**src/rtl/core/block_average_mosaic_unit_defines.svh**
```systemverilog
// Assertion macros shared by the block average mosaic RTL.
// Needs a clock named clk and an active-low reset named arst_n in scope.
`ifndef BLOCK_AVERAGE_MOSAIC_UNIT_DEFINES_SVH
`define BLOCK_AVERAGE_MOSAIC_UNIT_DEFINES_SVH

// Same-cycle implication, checked outside reset.
`define BAM_ASSERT_IMP(lbl, ante, cons, msg) \
	lbl: assert property (@(posedge clk) disable iff (!arst_n) (ante) |-> (cons)) \
		else $error(msg);

// Next-cycle implication, checked outside reset.
`define BAM_ASSERT_NXT(lbl, ante, cons, msg) \
	lbl: assert property (@(posedge clk) disable iff (!arst_n) (ante) |=> (cons)) \
		else $error(msg);

`endif

```
**src/rtl/core/bam_pkg.sv**
```systemverilog
// Shared constants, types and helpers of the block average mosaic unit.
// No dependencies; imported by every module of the block but bam_ram.
`timescale 1ns / 1ps
`default_nettype none

package bam_pkg;

	localparam int MAX_WIDTH  = 1024;
	localparam int MAX_HEIGHT = 1024;
	localparam int MAX_BLOCK  = 64;

	localparam int NCH    = 4;                         // red, green, blue, alpha
	localparam int CH_W   = 8;
	localparam int SUM_W  = 20;
	localparam int COL_W  = $clog2(MAX_WIDTH);         // column / store index
	localparam int ROW_W  = $clog2(MAX_HEIGHT);
	localparam int DIM_W  = $clog2(MAX_WIDTH + 1);     // frame size incl. max
	localparam int BLK_W  = $clog2(MAX_BLOCK + 1);     // tile size incl. max
	localparam int OFS_W  = $clog2(MAX_BLOCK);         // offset inside a tile
	localparam int CNT_W  = 2 * BLK_W;                 // pixels per tile
	localparam int STEP_W = $clog2(CH_W);

	localparam int IN_TDATA_W  = NCH * CH_W;
	localparam int OUT_BITS    = NCH * CH_W + COL_W + ROW_W + 2 * BLK_W;
	localparam int OUT_TDATA_W = ((OUT_BITS + 7) / 8) * 8;
	localparam int OUT_PAD_W   = OUT_TDATA_W - OUT_BITS;

	localparam int CFG_IDX_W  = 3;
	localparam int CFG_DATA_W = DIM_W;

	localparam logic [CFG_IDX_W-1:0] REG_IMAGE_WIDTH   = 3'd0;
	localparam logic [CFG_IDX_W-1:0] REG_IMAGE_HEIGHT  = 3'd1;
	localparam logic [CFG_IDX_W-1:0] REG_BLOCK_WIDTH   = 3'd2;
	localparam logic [CFG_IDX_W-1:0] REG_BLOCK_HEIGHT  = 3'd3;
	localparam logic [CFG_IDX_W-1:0] REG_ALPHA_PRESENT = 3'd4;
	localparam logic [CFG_IDX_W-1:0] NUM_REGS          = 3'd5;

	localparam logic [CH_W-1:0] ALPHA_OPAQUE = 8'hff;

	typedef logic [NCH-1:0][CH_W-1:0]  bam_pix_t;
	typedef logic [NCH-1:0][SUM_W-1:0] bam_sums_t;

	typedef struct packed {
		logic [COL_W-1:0] col;
		logic [ROW_W-1:0] row;
		logic [BLK_W-1:0] tw;
		logic [BLK_W-1:0] th;
		logic             frame_end;
	} bam_meta_t;

	typedef struct packed {
		bam_meta_t meta;
		logic      first;   // opens the tile: sums restart
		logic      last;    // closes the tile: average goes out
	} bam_tile_t;

	typedef struct packed {
		logic busy;
		logic done;
	} bam_div_stat_t;

	// 0 acts as 1, anything above max acts as max
	function automatic logic [DIM_W-1:0] clamp_dim(input logic [DIM_W-1:0] v,
		input logic [DIM_W-1:0] max_v);
		logic [DIM_W-1:0] r;
		begin
			if (v == '0) begin
				r = DIM_W'(1);
			end else if (v > max_v) begin
				r = max_v;
			end else begin
				r = v;
			end
			return r;
		end
	endfunction

	function automatic logic [BLK_W-1:0] clamp_blk(input logic [BLK_W-1:0] v);
		logic [BLK_W-1:0] r;
		begin
			if (v == '0) begin
				r = BLK_W'(1);
			end else if (v > BLK_W'(MAX_BLOCK)) begin
				r = BLK_W'(MAX_BLOCK);
			end else begin
				r = v;
			end
			return r;
		end
	endfunction

endpackage

`default_nettype wire

```
**src/rtl/core/bam_divider.sv**
```systemverilog
// Bit-serial restoring divider: four channel sums over one pixel count.
// One quotient bit per cycle, all channels in parallel. Depends on bam_pkg.
`timescale 1ns / 1ps
`default_nettype none
`include "block_average_mosaic_unit_defines.svh"

module bam_divider (
	input  logic                        clk,
	input  logic                        arst_n,
	input  logic                        start,
	input  bam_pkg::bam_sums_t          sums,
	input  logic [bam_pkg::CNT_W-1:0]   divisor,
	input  logic                        ack,
	output bam_pkg::bam_pix_t           quo,
	output bam_pkg::bam_div_stat_t      stat
);
	import bam_pkg::*;

	localparam int DSH_W = CNT_W + CH_W - 1;

	logic              running_q, done_q;
	logic [STEP_W-1:0] step_q;
	logic [DSH_W-1:0]  dsh_q;
	bam_sums_t         rem_q;
	bam_pix_t          quo_q;

	always_ff @(posedge clk or negedge arst_n) begin
		if (!arst_n) begin
			running_q <= 1'b0;
			done_q    <= 1'b0;
			step_q    <= '0;
		end else if (start) begin
			running_q <= 1'b1;
			done_q    <= 1'b0;
			step_q    <= '0;
		end else if (running_q) begin
			step_q <= step_q + STEP_W'(1);
			if (step_q == STEP_W'(CH_W - 1)) begin
				running_q <= 1'b0;
				done_q    <= 1'b1;
			end
		end else if (ack) begin
			done_q <= 1'b0;
		end
	end

	always_ff @(posedge clk) begin
		if (start) begin
			rem_q <= sums;
			quo_q <= '0;
			dsh_q <= DSH_W'(divisor) << (CH_W - 1);
		end else if (running_q) begin
			for (int c = 0; c < NCH; c++) begin
				if ({{(DSH_W - SUM_W){1'b0}}, rem_q[c]} >= dsh_q) begin
					rem_q[c] <= rem_q[c] - SUM_W'(dsh_q);
					quo_q[c] <= {quo_q[c][CH_W-2:0], 1'b1};
				end else begin
					quo_q[c] <= {quo_q[c][CH_W-2:0], 1'b0};
				end
			end
			dsh_q <= dsh_q >> 1;
		end
	end

	assign quo       = quo_q;
	assign stat.busy = running_q || done_q;
	assign stat.done = done_q;

	`BAM_ASSERT_IMP(a_start_idle, start, !(running_q || done_q), "divider started while busy")
	`BAM_ASSERT_NXT(a_finish, running_q && step_q == STEP_W'(CH_W - 1) && !start, done_q, "divider missed finish")
	`BAM_ASSERT_NXT(a_hold, done_q && !ack && !start, done_q && $stable(quo_q), "divider result lost")

endmodule

`default_nettype wire

```
**config.mk**
```make
export PLATFORM = sky130hd
export DESIGN_NAME = bam_divider
export DESIGN_NICKNAME = d
export VERILOG_FILES = /design/src/rtl/core/bam_pkg.sv /design/src/rtl/core/bam_divider.sv
export VERILOG_INCLUDE_DIRS = /design/src /design/src/rtl/core
export SDC_FILE = /design/constraint.sdc
export NUM_CORES = 1
export LEC_CHECK = 0
export BUFFER_PORTS_ARGS = -buffer_cell sky130_fd_sc_hd__buf_2
export CORE_ASPECT_RATIO = 0.9
export CORE_UTILIZATION = 55
export CTS_BUF_LIST = sky130_fd_sc_hd__clkbuf_8
export CTS_CLUSTER_DIAMETER = 100
export DETAILED_ROUTE_END_ITERATION = 10
export GPL_TIMING_DRIVEN = 0
export PLACE_DENSITY = 0.77
export SETUP_SLACK_MARGIN = 0.05
export SYNTH_ARGS = -nofsm -noshare
export SYNTH_HDL_FRONTEND = slang
export SYNTH_SLANG_ARGS = --single-unit
```
**constraint.sdc**
```tcl
create_clock -name clk -period 4.4 [get_ports clk]
set_clock_uncertainty 0.2 [all_clocks]
set_input_delay 1.1 -clock clk [delete_from_list [all_inputs] [get_ports clk]]
set_output_delay 1.1 -clock clk [all_outputs]
set_load 0.01 [all_outputs]
```
### Word-level counts from Yosys, hierarchy flattened

Index checks and enable logic that the tools add are counted.

* div/mod/pow operators: 0
* add/subtract/negate cells: 5
* eq/ne operators: 2
* magnitude comparators: 4
* shift operators: 0
* reductions and logical operators: 12
* bitwise gates (word level): 0
* multiplexer cells: 21
* multipliers: 0

Operator list (number)
* 2-to-1 mux 80 bit: 2
* >= comparator 20 x 21 -> 1 bit: 4
* 2-to-1 mux 20 bit: 4
* subtractor 20 bit: 4
* 2-to-1 mux 21 bit: 2
* 2-to-1 mux 1 bit: 11
* AND reduction 2 bit: 5
* nonzero test 2 bit: 5
* 2-to-1 mux 3 bit: 2
* adder 3 x 1 -> 3 bit (second input constant): 1
* == test 3 bit (second input constant): 1
* inequality test 3 x 2 -> 1 bit (second input constant): 1
* nonzero test 3 bit: 1
* logical OR 1 bit: 1

* flip-flop bits (word level): 138
* word-level logic and storage cells: 57
* memory bits (writable): 0
* output and inout bits: 34
* memories kept: 0
* latch bits: 0
* memory bits (read-only): 0
* bits of input ports: 98

### Logic depth before layout (Yosys ltp)

Gate-level depths: netlist of run 1.

* word-level depth: 4
* gate-level depth with buffers: 11
* mapped depth without buffers: 11

### Least setup slack after synthesis of run 1

OpenSTA, ideal clock, no wires.

* kind: reg-to-reg
* from: register dsh_q[1]
* to: register rem_q[40] (netlist name) (enable)
* clock period less this slack: 4060 ps
* data required time: 3775 ps
* cell stages (with the launch flop): 10
* data arrival time: 3435 ps
* library setup time: 425 ps
* path buffers: 0
* setup slack: 340 ps
* path through: dfxtp_1 -> inv_1 -> ha_1 -> nor2b_1 -> o31a_1 -> o32ai_1 -> o211ai_1 -> a31o_2 -> a21oi_1 -> o21ai_0

* cells in the longest elaborated chain, start to end: 3

RTL lines
* start, declared: line bam_divider.sv:23 `logic [DSH_W-1:0] dsh_q;`
* start signal, assigned: line bam_divider.sv:51 `dsh_q <= DSH_W'(divisor) << (CH_W - 1);`
* start signal, assigned: line bam_divider.sv:61 `dsh_q <= dsh_q >> 1;`
* >= comparator 20 x 21 -> 1 bit: line bam_divider.sv:54 `if ({{(DSH_W - SUM_W){1'b0}}, rem_q[c]} >= dsh_q) begin`
* nonzero test 2 bit (no source line)
* AND reduction 2 bit (no source line)
* end signal, assigned: line bam_divider.sv:49 `rem_q <= sums;`
* end signal, assigned by index: line bam_divider.sv:55 `rem_q[c] <= rem_q[c] - SUM_W'(dsh_q);`
* end, declared: line bam_divider.sv:24 `bam_sums_t rem_q;`

Every way passes these cells.
A chain may end at the register's enable or synchronous reset.

### Final worst setup path of run 1

* from: register dsh_q[1]
* to: register rem_q[61] (netlist name) (enable)

The elaborated chain is that of the path after synthesis.

==> results of run 1 <==
-- flip-flops by register name (all words and copies together) (netlist names) --
name / count
step_q: 3
quo: 32
done_q: 1
dsh_q: 21
rem_q: 80
running_q: 1
-- area by class of cell --
class	instances	area (um2)	area share
Multi-Input combinational cell	821	5580	0.504
Sequential cell	138	3730	0.337
Timing Repair Buffer	131	678	0.0612
Tap cell	235	294	0.0265
Clock buffer	17	234	0.0211
Inverter	52	195	0.0176
Buffer	42	183	0.0165
Clock inverter	15	176	0.0159
Antenna cell	1	2.50	0.000226
-- layout by cell type (no fill, tap or decap), types with 6 or more instances in the layout --
cell | netlist | layout
a211oi_1 | 11 | 11
a21o_1 | 26 | 26
a21oi_1 | 76 | 76
a22o_1 | 6 | 6
a31oi_1 | 6 | 6
and2_1 | 9 | 9
and3_1 | 10 | 10
buf_1 | 8 | 8
buf_2 | 2 | 132
clkbuf_1 | 27 | 27
clkbuf_8 | 1 | 18
dfxtp_1 | 39 | 39
edfxtp_1 | 94 | 94
ha_1 | 82 | 82
inv_1 | 52 | 52
mux2i_1 | 41 | 41
nand2_1 | 112 | 110
nand2b_1 | 10 | 10
nand3_1 | 28 | 28
nand4_1 | 12 | 12
nor2_1 | 86 | 86
nor2b_1 | 14 | 14
nor3_1 | 14 | 14
nor3b_1 | 9 | 9
o21a_1 | 20 | 20
o21ai_0 | 86 | 85
o21bai_1 | 11 | 11
o31ai_1 | 21 | 21
xnor2_1 | 25 | 25
xor2_1 | 17 | 17
-- cell families (layout without fill, tap and decap cells) --
kind of cell    count (synthesis)  in the layout  share of synthesized area
compound gates                320            320                      0.217
mux                            44             44                     0.0459
other cells                     0              1                          0
xor+xnor                       42             42                     0.0380
fa+ha+maj                      86             86                      0.114
simple gates                  329            329                      0.161
flops                         138            138                      0.385
buf+inv                        94            257                     0.0390
-- what timing repair did --
item,in CTS,in global routing
hold buffers,0,0
resized for setup,1,1
setup endpoints to repair,20,20
-- metal layers --
layer	vias up	routed length, um
met3	81	2620
met4	0	1130
met2	458	12400
met1	4118	11900
met5	-	0
li1	4213	-
-- power by group --
group / internal (mW) / switching (mW) / total (mW)
logic: 1.66 / 2.38 / 4.04
registers: 1.95 / 0.159 / 2.11
clock network: 0.560 / 0.555 / 1.12
total: 4.17 / 3.10 / 7.27
-- critical path, cell delays in order (launching register included) --
cell	delay, ps
dfxtp_1	640
inv_1	330
ha_1	380
nor2b_1	130
o21a_1	170
o21ai_0	440
a211oi_1	190
o21a_1	280
o31ai_1	530
nand2_2	460
-- worst max-delay path by stage --
stage / startpoint / end / depth (start not counted)
after floorplan: dsh_q[1] / rem_q[40] / 9
after global placement: dsh_q[1] / rem_q[50] / 9
after detailed placement: dsh_q[1] / rem_q[73] / 9
after CTS: dsh_q[1] / rem_q[21] / 9
after global routing: dsh_q[1] / rem_q[75] / 9
final: dsh_q[1] / rem_q[61] / 9
-- metrics by stage --
step           utilization  instance area, um2  hold slack [ps]
2_1_floorplan            -                9680              283
3_3_place_gp         0.623               10600              270
3_5_place_dp         0.625               10700              275
4_1_cts              0.649               11100              222
5_1_grt              0.649               11100              215
6_report             0.649               11100              225
==> impl_metrics.json, run 1 <==
{
  "status": "finished, final reports clean",
  "fp.dieW_um": 142,
  "io_buffers": 130,
  "die_area_mm2": 0.0181,
  "fin_crit_ps": 4150,
  "power_density_mw_per_mm2": 656,
  "slew_violations": 0,
  "start_util": 0.568,
  "p_leak_nw": 4.97,
  "viasPerCell": 6.11,
  "crit_path_end_kind": "flop",
  "cts.root.buffer_cell": "clkbuf_8",
  "overflow": 0,
  "cts_tree": "done",
  "rsz0062_at_grt": "false",
  "grt_start_max_net_pins": 21,
  "place_hpwl_um": 20400,
  "worstSetupStartpointType": "flop",
  "total_power_mw": 7.27,
  "drtAntennaViolNets": 0,
  "synth_top_cell_area_share": 0.292,
  "synth_most_common_cell": "nand2_1",
  "layout.nets": 1387,
  "met3_usage": 0.0728,
  "num_rows": 45,
  "fmax_ghz": 0.241,
  "yosysSeqAreaShare": 0.385,
  "worstSetupPathType": "reg2reg",
  "syn_inst": 1053,
  "cts_sinks": 138,
  "dp.cells": 1419,
  "synth_fp_nets": 1237,
  "fin_crit_sh": 0.943,
  "path_clk_slew_ps": 90,
  "syn_to_final_growth_pct": 14.4,
  "grt_pass1_vias": 8190,
  "async_reset_ff_frac": 0.0362,
  "synthFlopType": "edfxtp_1",
  "synth_seq_cells": 138,
  "setup_tns_ps": 0,
  "synth_common_cells": "112 x nand2_1, 94 x edfxtp_1, 86 x nor2_1, 86 x o21ai_0, 82 x ha_1",
  "syn_avg_cell_area_um2": 9.19,
  "grt_pass1_wl_um": 43300,
  "ys_warn_count": 0,
  "synth.distinct_cells": 78,
  "use_met2": 0.493,
  "core-area_mm2": 0.0171,
  "reg2reg_depth": 9,
  "setup_violations": 0,
  "synth_area_mm2": 0.00968,
  "drive_above_1_share": 0.157,
  "tightest_slew_ps": 941,
  "fill_cells": 1485,
  "antenna_found_initial": 1,
  "synth_edf_count": 94,
  "die_h_um": 128,
  "wire_per_inst_um": 19.3,
  "cts_setup_buffers": 0,
  "synth_top_area_cell": "edfxtp_1",
  "reg2reg_from": "dsh_q[1]",
  "reg2reg_to": "rem_q[61]",
  "place.gp.congestion": 0.945,
  "worstPathMaxFanout": 20,
  "num_vias": 8870,
  "maxCapViolCount": 0,
  "hold_violations": 0,
  "final_cells": 1452,
  "cts_buffers": 17,
  "synth_area_leaders": "edfxtp_1 29%, ha_1 11%, dfxtp_1 8.1%",
  "met1_usage": 0.426,
  "arrival_ps": 4030,
  "cts_buffer_depth": 2,
  "clk_latency_ps": 480,
  "required_ps": 4280,
  "io_pins": 132,
  "track_usage": 0.318,
  "fin_ws_ps": 249,
  "post-place-ws_ps": 13.6,
  "r2r_setup_slack_ps": 250,
  "drt_wl_total_um": 28000,
  "peakVddDrop_v": 0.000369,
  "drt_pre_antenna_iters": 6,
  "drc": 0,
  "gr-max-usage-layer": "met2",
  "max_slew_margin": 0.356,
  "htree_levels": 4,
  "hold_class": "in2async",
  "first_iter_violations": 947
}
Power figures use the tool's default switching activity.
==> inputs of run 2 (changes only) <==
==> constraint.sdc (replaced) <==
create_clock -name clk -period 4.45 [get_ports clk]
set_clock_uncertainty 0.2 [all_clocks]
set_input_delay 1.1125 -clock clk [delete_from_list [all_inputs] [get_ports clk]]
set_output_delay 1.1125 -clock clk [all_outputs]
set_load 0.01 [all_outputs]
==> run 2 against run 1 <==
Compared with the run above:
- routed wire length decreased by 0.13%
- sequential cell count stayed put
- final cell count stayed put
- global-route usage unchanged
- largest power group unchanged
==> impl_metrics.json, run 2 (same netlist as run 1, synthesis figures left out) <==
{
  "top_register": "rem_q",
  "crit_top_cell": "o31ai_1",
  "hold_class": "in2async",
  "worstSetupStartpointType": "flop",
  "core-area_mm2": 0.0171,
  "first_iter_violations": 946,
  "cts.root.buffer_cell": "clkbuf_8",
  "seq_area_mm2": 0.00373,
  "slew_violations": 0,
  "critPathMaxStageDelay_ps": 700,
  "cts_buffers": 17,
  "cts_setup_buffers": 0,
  "num_rows": 45,
  "maxCapViolCount": 0,
  "fmax_ghz": 0.237,
  "die_area_mm2": 0.0181,
  "arrival_ps": 4030,
  "drt_pre_antenna_iters": 6,
  "drc": 0,
  "die_h_um": 128,
  "drive_above_1_share": 0.156,
  "syn_to_final_growth_pct": 14.4,
  "p_leak_nw": 4.97,
  "power_density_mw_per_mm2": 649,
  "hold_slack_ps": 236,
  "start_util": 0.568,
  "cts_sinks": 138,
  "layout.nets": 1387,
  "most-common-layout-cells": "132 x buf_2, 111 x nand2_1, 94 x edfxtp_1",
  "wire_per_inst_um": 19.3,
  "clk_latency_ps": 480,
  "cts_buffer_depth": 2,
  "tightest_slew_ps": 941,
  "hold_violations": 0,
  "fin_crit_ps": 4220,
  "final_common_cell": "buf_2",
  "worstPathMaxFanout": 20,
  "placed_cell_area_mm2": 0.0107,
  "grt_start_max_net_pins": 21,
  "overflow": 0,
  "grt_pass1_wl_um": 43300,
  "antenna_found_initial": 1,
  "track_usage": 0.318,
  "drt_wl_total_um": 28000,
  "htree_levels": 4,
  "fin_area_mm2": 0.0111,
  "fin_crit_sh": 0.949,
  "fill_cells": 1484,
  "place.gp.congestion": 0.945,
  "crit_chain": "inv_1 > ha_1 > nor2b_1 > o31ai_1 > a21oi_1 > o21bai_1 > a31oi_1 > o31ai_1 > nand2_1",
  "io_buffers": 130,
  "fp.dieW_um": 142,
  "drtAntennaViolNets": 0,
  "cts_tree": "done",
  "path_clk_slew_ps": 90,
  "required_ps": 4250,
  "place_hpwl_um": 20400,
  "max_slew_margin": 0.356,
  "setup_violations": 0,
  "crit_path_end_kind": "flop",
  "num_vias": 8903,
  "peakVddDrop_v": 0.000363,
  "status": "finished, final reports clean",
  "total_power_mw": 7.18,
  "rsz0062_at_grt": "false",
  "cpMaxStageDelayCell": "nand2_1",
  "grt_pass1_vias": 8190,
  "io_pins": 132,
  "viasPerCell": 6.13,
  "multiInputGateArea_mm2": 0.00558,
  "largest_register_ffs": 80,
  "worstSetupPathType": "reg2reg"
}
-- run 2: cell count changes in the layout (fill, tap and decap cells not counted) --
cell,before,now
nand2_1,110,111
nand2_2,2,1
-- run 2: per-layer routing --
| metal | vias up | global-route usage | share of wire |
|---|---|---|---|
| met5 | - | 0 | 0 |
| met1 | 4124 | 0.426 | 0.42 |
| met2 | 483 | 0.493 | 0.44 |
| met3 | 79 | 0.0728 | 0.097 |
| met4 | 0 | 0.141 | 0.040 |
| li1 | 4217 | - | - |
-- run 2: final cells by class --
cell class | instances | area share
timing repair buffer | 131 | 0.0612
buffer | 42 | 0.0165
tap | 235 | 0.0266
clock buffer | 17 | 0.0211
clock inverter | 15 | 0.0159
multi-input combinational | 821 | 0.504
sequential | 138 | 0.337
antenna | 1 | 0.000226
inverter | 52 | 0.0176
-- run 2: final timing paths --
check	start	end	slack, ps	cells after the start
worst max register to register	dsh_q[1]	rem_q[25]	230	9
worst min-delay path	arst_n	step_q[2]	240	1
min in group clk	quo[7]	quo[7]	290	2
max in group asynchronous	arst_n	step_q[1]	3680	1
worst max-delay path	dsh_q[1]	rem_q[25]	230	9
worst min register to register	quo[7]	quo[7]	290	2
-- run 2: what timing repair did --
action,4_1_cts,5_1_grt
hold buffers,0,0
resized for setup,1,0
endpoints found under the hold margin,0,0
endpoints found under the setup margin,3,0
-- run 2: worst max-delay path: cells and delay by family (launching register included) --
| family | cells | cell delay [ps] |
|---|---|---|
| AO/OA/AOI/OAI | 5 | 1350 |
| adder cells (fa/ha/maj) | 1 | 380 |
| buffers and inverters | 1 | 330 |
| flip-flops | 1 | 640 |
| AND/OR/NAND/NOR | 2 | 850 |
-- run 2: report_power, final --
group	switching [mW]	total, mW	internal [mW]
combinational	2.35	4.00	1.64
clock	0.546	1.10	0.554
sequential	0.157	2.09	1.93
-- run 2: through the flow --
step	setup TNS (ps)	util	setup slack [ps]	instances
after floorplan	0	-	390	1053
after global placement	-20500	0.623	-1030	1418
after detailed placement	0	0.625	63.6	1419
after CTS	0	0.649	246	1451
after global routing	0	0.649	51.4	1452
final	0	0.649	229	1452
==> inputs of run 3 (changes only) <==
--- a/config.mk
+++ b/config.mk
@@ -9,7 +9,6 @@
 export BUFFER_PORTS_ARGS = -buffer_cell sky130_fd_sc_hd__buf_2
 export CORE_ASPECT_RATIO = 0.9
 export CORE_UTILIZATION = 55
-export CTS_BUF_LIST = sky130_fd_sc_hd__clkbuf_8
 export CTS_CLUSTER_DIAMETER = 100
 export DETAILED_ROUTE_END_ITERATION = 10
 export GPL_TIMING_DRIVEN = 0
==> run 3 against run 2 <==
Compared with the run above:
- final cell count about the same
- core utilization up 1.1 points
- register-to-register slack about the same
- total power up 5.5%
- critical path type unchanged
==> impl_metrics.json, run 3 (same netlist as run 1, synthesis figures left out) <==
{
  "status": "finished, final reports clean",
  "io_buffers": 130,
  "viasPerCell": 6.11,
  "worstSetupPathType": "reg2reg",
  "hold_class": "in2async",
  "reg2reg_from": "dsh_q[1]",
  "wire_per_inst_um": 19.8,
  "r2r_setup_slack_ps": 240,
  "htree_levels": 4,
  "top_register": "rem_q",
  "rsz0062_at_grt": "false",
  "arrival_ps": 4050,
  "die_h_um": 128,
  "total_power_mw": 7.58,
  "track_usage": 0.326,
  "peakVddDrop_v": 0.000344,
  "max_slew_margin": 0.387,
  "critPathMaxStageDelay_ps": 640,
  "fill_cells": 1447,
  "drc": 0,
  "largest_register_ffs": 80,
  "antenna_found_initial": 2,
  "most-common-layout-cells": "132 x buf_2, 110 x nand2_1, 94 x edfxtp_1",
  "io_pins": 132,
  "start_util": 0.568,
  "fin_crit_sh": 0.946,
  "drt_wl_total_um": 28700,
  "power_density_mw_per_mm2": 673,
  "cts_buffer_depth": 2,
  "num_rows": 45,
  "path_clk_slew_ps": 60,
  "fin_crit_ps": 4210,
  "postCtsResizedCells": 1,
  "final_common_cell": "buf_2",
  "setup_tns_ps": 0,
  "cts_hold_buf": 0,
  "place.gp.congestion": 0.945,
  "cts_tree": "done",
  "fp.dieW_um": 142,
  "crit_top_cell": "o21a_1",
  "tightest_slew_ps": 917,
  "cts.root.buffer_cell": "clkbuf_16",
  "p_leak_nw": 5.06,
  "place_hpwl_um": 20400,
  "syn_to_final_growth_pct": 16.3,
  "core-area_mm2": 0.0171,
  "worstSetupEndpoint": "rem_q[79]",
  "layout.nets": 1387,
  "hold_violations": 0,
  "num_vias": 8874,
  "cts_sinks": 138,
  "maxCapViolCount": 0,
  "cts_buffers": 17,
  "die_area_mm2": 0.0181,
  "crit_chain": "inv_1 > ha_1 > nor2b_1 > o21a_1 > o21ai_0 > a211oi_1 > o21a_1 > o31ai_1 > nand2_2",
  "fmax_ghz": 0.238,
  "grt_pass1_wl_um": 44100,
  "cts_setup_buffers": 0,
  "grt_pass1_vias": 8269,
  "reg2reg_depth": 9,
  "required_ps": 4290,
  "clk_latency_ps": 440,
  "worstPathMaxFanout": 20,
  "setup_violations": 0,
  "overflow": 0,
  "crit_path_end_kind": "flop",
  "drtAntennaViolNets": 0,
  "critPathLaunch": "dsh_q[1]",
  "drive_above_1_share": 0.157,
  "reg2reg_to": "rem_q[79]",
  "slew_violations": 0,
  "worstSetupStartpointType": "flop",
  "cpMaxStageDelayCell": "dfxtp_1",
  "first_iter_violations": 882,
  "grt_start_max_net_pins": 21,
  "drt_pre_antenna_iters": 8
}
[run 3: cell types whose count changed in the layout (fill, tap and decap cells not counted)]
cell       change
bufinv_16      -1
nand2_1        -1
nand2_2        +1
diode_2        +1
clkbuf_8      -17
clkbuf_16     +18
[run 3: routing by layer]
| layer | share of wire | vias to the layer above | GRT usage |
|---|---|---|---|
| met4 | 0.041 | 0 | 0.155 |
| met3 | 0.094 | 79 | 0.0687 |
| met1 | 0.42 | 4089 | 0.433 |
| met2 | 0.45 | 475 | 0.508 |
| met5 | 0 | - | 0 |
| li1 | - | 4231 | - |
[run 3: layout make-up]
type | instances | area, um2 | area share
Antenna cell | 2 | 5.00 | 0.000444
Buffer | 42 | 183 | 0.0162
Clock buffer | 18 | 450 | 0.0400
Clock inverter | 14 | 146 | 0.0130
Inverter | 52 | 195 | 0.0173
Multi-Input combinational cell | 821 | 5580 | 0.496
Sequential cell | 138 | 3730 | 0.331
Tap cell | 235 | 294 | 0.0261
Timing Repair Buffer | 131 | 678 | 0.0602
[run 3: worst max-delay path: cells and delay by family, from the launching register on]
kind / cells / cell delay, ps
AND/OR/NAND/NOR: 2 / 600
flip-flops: 1 / 640
buffers and inverters: 1 / 340
adder cells (fa/ha/maj): 1 / 390
AO/OA/AOI/OAI: 5 / 1650
[run 3: how the worst min path moves through the flow]
stage	from	endpoint	slack (ps)	cells after the start
2_1_floorplan	dsh_q[7]	dsh_q[6]	280	2
3_3_place_gp	quo[7]	quo[7]	270	2
3_5_place_dp	quo[7]	quo[7]	270	2
4_1_cts	arst_n	step_q[2]	280	1
5_1_grt	arst_n	done_q	290	1
6_report	arst_n	step_q[2]	290	1
[run 3: where the power goes]
| part | leakage (nW) | switching, mW | internal [mW] | total, mW |
|---|---|---|---|---|
| Clock | 0.289 | 0.609 | 0.858 | 1.47 |
| Sequential | 1.35 | 0.159 | 1.93 | 2.09 |
| Combinational | 3.42 | 2.38 | 1.65 | 4.02 |
[run 3: metrics by stage]
stage | utilization | worst slack [ps] | hold slack [ps] | cells | area (um2)
global placement | 0.623 | -1030 | 270 | 1418 | 10600
floorplan | - | 390 | 283 | 1053 | 9680
global route | 0.660 | 104 | 285 | 1453 | 11300
detailed placement | 0.625 | 63.6 | 275 | 1419 | 10700
finish | 0.660 | 242 | 285 | 1453 | 11300
CTS | 0.660 | 238 | 285 | 1451 | 11300
